===== src/design/umask_pkg.sv =====
`timescale 1ns / 1ps
// Shared types, constants and the tap-weight helper function of the unsharp mask stream unit.
package umask_pkg;

  localparam int PIX_BITS      = 16;
  localparam int WEIGHT_BITS   = 12;
  localparam int CFG_W_BITS    = 60;
  localparam int NUM_WEIGHTS   = CFG_W_BITS / WEIGHT_BITS;
  localparam int HB_BITS       = 20;
  localparam int HACC_BITS     = 32;
  localparam int VACC_BITS     = 36;
  localparam int AMT_BITS      = 11;
  localparam int THR_BITS      = 16;
  localparam int CFG_IDX_BITS  = 3;
  localparam int CFG_DATA_BITS = 60;
  localparam int HB_RND        = 1 << (WEIGHT_BITS - 5);
  localparam int HB_SHIFT      = WEIGHT_BITS - 4;

  localparam logic [CFG_IDX_BITS-1:0] CFG_IMAGE_WIDTH    = 3'd0;
  localparam logic [CFG_IDX_BITS-1:0] CFG_IMAGE_HEIGHT   = 3'd1;
  localparam logic [CFG_IDX_BITS-1:0] CFG_KERNEL_RADIUS  = 3'd2;
  localparam logic [CFG_IDX_BITS-1:0] CFG_KERNEL_WEIGHTS = 3'd3;
  localparam logic [CFG_IDX_BITS-1:0] CFG_AMOUNT         = 3'd4;
  localparam logic [CFG_IDX_BITS-1:0] CFG_THRESHOLD      = 3'd5;

  localparam logic CMD_PIXEL = 1'b0;
  localparam logic CMD_DRAIN = 1'b1;

  localparam logic [12:0]            RST_IMAGE_WIDTH  = 13'd4096;
  localparam logic [15:0]            RST_IMAGE_HEIGHT = 16'd4096;
  localparam logic [2:0]             RST_RADIUS       = 3'd4;
  localparam logic [CFG_W_BITS-1:0]  RST_WEIGHTS      = 60'd31825372575048516;
  localparam logic [AMT_BITS-1:0]    RST_AMOUNT       = 11'd128;
  localparam logic [THR_BITS-1:0]    RST_THRESHOLD    = 16'd10;

  typedef enum logic [2:0] {
    ST_IDLE,
    ST_LOAD,
    ST_HTAP,
    ST_HWR,
    ST_VTAP,
    ST_VLAST,
    ST_CALC,
    ST_OUT
  } state_t;

  typedef struct packed {
    logic in_rdy;
    logic load;
    logic htap;
    logic hwr;
    logic vtap;
    logic vlast;
    logic outld;
  } ctl_t;

  typedef struct packed {
    logic [AMT_BITS-1:0] amount;
    logic [THR_BITS-1:0] threshold;
  } sharp_cfg_t;

  // Tap weight at distance d; fields past the packed register read as zero.
  function automatic logic [WEIGHT_BITS-1:0] weight_of(input logic [CFG_W_BITS-1:0] wv,
                                                       input int d);
    logic [WEIGHT_BITS-1:0] w;
    w = '0;
    for (int i = 0; i < NUM_WEIGHTS; i++) begin
      if (d == i) w = wv[i*WEIGHT_BITS +: WEIGHT_BITS];
    end
    return w;
  endfunction

endpackage


===== src/design/umask_sharp.sv =====
`timescale 1ns / 1ps
// Three-stage sharpening datapath: blur rounding, gain multiply, clamp and saturation.
module umask_sharp import umask_pkg::*; (
  input  logic                 clk,
  input  logic                 rst_n,
  input  logic                 start,
  input  logic [VACC_BITS-1:0] vs,
  input  logic [PIX_BITS-1:0]  orig,
  input  sharp_cfg_t           cfg,
  output logic                 done,
  output logic [PIX_BITS-1:0]  result
);

  logic               v1_r, v2_r, v3_r;
  logic signed [25:0] diff1_r;
  logic               below1_r, below2_r;
  logic [15:0]        orig1_r, orig2_r;
  logic signed [37:0] prod2_r;
  logic [26:0]        lim2_r;

  logic [VACC_BITS:0] bsum;
  logic [24:0]        blur;
  logic signed [25:0] diff;
  logic [25:0]        adiff;
  logic signed [39:0] base_s, lim_s, s, hi, lo, rnd;
  logic [15:0]        res_nxt;

  always_comb begin
    bsum  = {1'b0, vs} + (VACC_BITS+1)'(2048);
    blur  = bsum[36:12];
    diff  = $signed({6'b0, orig, 4'b0}) - $signed({1'b0, blur});
    adiff = diff[25] ? 26'(-diff) : 26'(diff);
  end

  // Clamp to the overshoot band, then round and saturate.
  always_comb begin
    base_s = $signed({12'b0, orig2_r, 12'b0});
    lim_s  = $signed({9'b0, lim2_r, 4'b0});
    s      = base_s + $signed({{2{prod2_r[37]}}, prod2_r});
    hi     = base_s + lim_s;
    lo     = base_s - lim_s;
    if (s > hi) s = hi;
    if (s < lo) s = lo;
    rnd = s + 40'sd2048;
    if (below2_r) begin
      res_nxt = orig2_r;
    end else if (s < 0) begin
      res_nxt = '0;
    end else if (|rnd[39:28]) begin
      res_nxt = '1;
    end else begin
      res_nxt = rnd[27:12];
    end
  end

  always_ff @(posedge clk) begin
    if (!rst_n) begin
      v1_r <= 1'b0;
      v2_r <= 1'b0;
      v3_r <= 1'b0;
    end else begin
      v1_r <= start;
      v2_r <= v1_r;
      v3_r <= v2_r;
    end
  end

  always_ff @(posedge clk) begin
    if (start) begin
      diff1_r  <= diff;
      below1_r <= adiff < {6'b0, cfg.threshold, 4'b0};
      orig1_r  <= orig;
    end
    if (v1_r) begin
      prod2_r  <= $signed({1'b0, cfg.amount}) * diff1_r;
      lim2_r   <= 27'(cfg.amount) * 27'(cfg.threshold);
      below2_r <= below1_r;
      orig2_r  <= orig1_r;
    end
    if (v2_r) begin
      result <= res_nxt;
    end
  end

  assign done = v3_r;

endmodule


===== config.mk =====
export PLATFORM = sky130hd
export DESIGN_NAME = umask_sharp
export DESIGN_NICKNAME = d
export VERILOG_FILES = /design/src/design/umask_pkg.sv /design/src/design/umask_sharp.sv
export SDC_FILE = /design/constraint.sdc
export NUM_CORES = 2
export LEC_CHECK = 0
export BUFFER_PORTS_ARGS = -buffer_cell sky130_fd_sc_hd__buf_2
export CAP_MARGIN = 20
export CORE_MARGIN = 1
export CORE_UTILIZATION = 50
export DETAILED_ROUTE_END_ITERATION = 6
export PLACE_DENSITY = 0.67
export SKIP_CTS_REPAIR_TIMING = 1
export SLEW_MARGIN = 0
export SYNTH_ARGS = -nofsm -noshare
export SYNTH_HDL_FRONTEND = slang
export SYNTH_SLANG_ARGS = --single-unit

===== constraint.sdc =====
create_clock -name clk -period 32.4 [get_ports clk]
set_input_delay 1.62 -clock clk [delete_from_list [all_inputs] [get_ports clk]]
set_output_delay 1.62 -clock clk [all_outputs]
set_load 0.03 [all_outputs]

==> results.md <==
- The clock tree synthesis step divided the H-tree into 4 levels.
- The final estimated routing congestion in global placement is approximately 0.90.
- The maximum count of clock buffers along a single path is 2.
- Port buffering added 87 buffers.
- The total negative setup slack is 0 ps.
- Leaving out fill and tap cells, the most frequent cells in the layout are inv_1, fa_1, nand2_1, ha_1, and2_1.
- The floorplan step defined a die boundary enclosing 56700 µm².
- The number of antenna diodes in the final layout is 0.
- The detailed router finished its first iteration with 1429 violations.
- The slew at the pin closest to its max-slew limit is 1020 ps.
- By area, the combinational part of the netlist is dominated by adder cells.
- Headroom to the max-slew limit came out at 0.323.
- Fill cells in the final layout number between 5000 and 6000.
- The initial antenna violation count was 1.
- After clock tree synthesis, the clock-pin slew on the worst setup and hold paths is 70 ps.
- Of the total synthesized cell area, the portion taken by full adders, half adders and majority gates is 0.402.
- The async set-reset flop share out of synthesis is 0.
- For this run, design rule violations remaining after detail routing come to 0.
- Counting the buffers created by CTS gives 17.
- After detailed routing, the average wire length per cell comes to 18.0 µm.
- The data arrival time of the critical path is about 13000 ps.
- The die is 238 µm tall.
- The routed design has 70100 µm of wire.
- The number of max-capacitance violations reported is 0.
- The per-cell via count in the routed design is 5.60.
- The net count reported at finish is between 3000 and 4000.
- For this run, the top clock speed supported by timing is 78.3 MHz.
- The die is ~240 µm wide.
- Counting stages on the worst path, the most repeated cell is a21oi_1.
- Synthesis inferred 144 register bits.
- The highest cell delay on the worst timing path is roughly 860 ps.
- The synthesized design contains 141 enable-type register cells.
- The element type at the critical path end is a register.
- The first detailed-routing pass ran for 7 iterations.
- The floorplan has 86 rows.
- The gate count of the mapped netlist is approximately 3100.
- In the global route stage, overall resource usage came out at 0.257.
- Of all nets on the critical path, the largest fanout is 62.
- For this run, the number of Yosys warnings is 0.
- The core region area is approximately 55000 µm².
- The cell family contributing the most delay on the critical path is compound AO/OA/AOI/OAI gates.
- The global-route wire length before repair is 116000 µm.
- The source-to-sink clock delay at the later pin of the worst-skew pair is 450 ps.
- The library cell used most frequently in the layout, excluding fill and tap cells, is inv_1.
- For this block, the via count after detailed routing is 21825.
- The library cell used as clock root buffer is clkbuf_16.
- Compared with the post-synthesis result, the final layout area differs by 5.34%.
- For this run, the leading register cell type out of synthesis is edfxtp_1.
- The HPWL after detailed placement is 58100 µm.
- The required time at the worst-slack endpoint is 32530 ps.
- The worst-path cell with the longest stage delay is a2111oi_4.
- In this run the remaining antenna-violating nets after routing total 0.
- Measured against the total synthesized area, the mux share comes to 0.00656.
- The post-synthesis sequential area ratio is 0.154.
- The flow ran to the end, and the final reports show no timing, DRC or antenna violations.
- Dividing the final minimum period by the clock period gives 0.394.
- The number of clock sinks seen by CTS is 144.
- STA classifies the critical path startpoint as a register.
- The via count of the first global-routing pass is 22719.
- The area fraction in compound gates after synthesis is 0.110.
- The CTS tree is built.
- The initial cell density of the core is 0.506.
- The boundary pin count is 99.
- The number of hold-slack violations in the final timing report is 0.
- Each instance of the synthesized netlist takes up on average 8.86 µm².
- The count of cell instances traversed by the critical path is 45.
- The path class of the tightest hold or removal check is reg2reg.
- The netlist uses 86 different library cells.
- The final setup skew is 13.3 ps.
- Setup repair after global routing left no endpoint under its margin.
- Entering global routing, the biggest net connects 69 pins.
- Measured in cells, the most critical reg-to-reg path has a length of 45.
- The critical path is of the reg2reg type.
- The area of the mapped netlist is 27900 µm².
- Setup violations remaining at the end of the flow were counted as 0.
- Counting both buffers and inverters, the worst setup path holds a total of 2.
- The count of cells along the worst hold path is 0.
- Counting every net in the synthesized netlist gives ~3900.
- The simple-gate portion of the synthesized area is 0.182.
- Subtracting the final worst setup slack from the clock period gives between 10000 and 15000 ps.
- For this run the aggregate overflow at the end of global routing stands at 0.
- The total count of max-transition violations in the final report is 0.
- Of the total synthesized cell area, the portion taken by XOR and XNOR cells is 0.0578.
- In the final layout, the share of cells above drive strength 1 is 0.0521.
==> final timing paths <==
check / startpoint / end / slack, ps
setup / recovery: orig2_r[1] / result[5] / 19630
hold / removal: orig1_r[7] / orig2_r[7] / 520
setup reg to reg: orig2_r[1] / result[5] / 19630
hold reg to reg: orig1_r[7] / orig2_r[7] / 520
==> through the flow <==
step	worst slack [ps]	std cells	hold slack, ps	util	area (µm²)
2_1_floorplan	22060	3146	400	-	27900
3_3_place_gp	20040	3865	503	0.523	28800
3_5_place_dp	19880	3865	499	0.523	28800
4_1_cts	19810	3896	513	0.533	29300
5_1_grt	18890	3897	515	0.533	29300
6_report	19630	3897	522	0.533	29300
==> layout make-up <==
| class | count | area (µm²) | share of cell area |
|---|---|---|---|
| clock buffer | 17 | 425 | 0.0145 |
| clock inverter | 14 | 118 | 0.00401 |
| inverter | 525 | 1970 | 0.0671 |
| multi-input combinational | 2355 | 21100 | 0.719 |
| sequential | 144 | 4300 | 0.146 |
| tap | 748 | 936 | 0.0319 |
| timing repair buffer | 94 | 485 | 0.0165 |
==> cells by family after synthesis <==
family,count (synthesis)
flip-flops,144
multiplexers,18
AO/OA/AOI/OAI,460
XOR/XNOR,184
adder cells (fa/ha/maj),668
AND/OR/NAND/NOR,1025
buffers and inverters,647
==> synthesized netlist by cell type, types with 18 or more instances <==
cell	count	area, µm²
nor2b_1	25	156
xor2_1	53	464
xnor2_1	131	1150
fa_1	378	7570
and3_1	18	113
clkbuf_1	112	420
nand2_1	368	1380
o21ai_0	97	485
a21oi_1	125	626
ha_1	290	3630
edfxtp_1	141	4230
inv_1	524	1970
and2_1	229	1430
a21o_1	35	263
nand3_1	47	235
nand2b_1	24	150
nor2_1	151	567
or3_1	24	150
nor3_1	56	280
nand4_1	25	156
==> sequential cells by signal, summed over array words and instances, names as in the netlist <==
signal / flops
prod2_r: 38
lim2_r: 27
diff1_r: 26
orig1_r: 16
orig2_r: 16
result: 16
below1_r: 1
below2_r: 1
done: 1
v1_r: 1
v2_r: 1
==> metal layers <==
layer	wire, µm	track usage	up-vias	part of all wire
li1	-	-	10228	-
met1	31300	0.339	10823	0.45
met2	32900	0.432	638	0.47
met3	3600	0.0310	134	0.051
met4	2380	0.0989	2	0.034
met5	13	0	-	0.00019
Power is left out: the tool's default activity adds up to more than one toggle a clock period on the data nets, which glitch-free logic cannot reach.
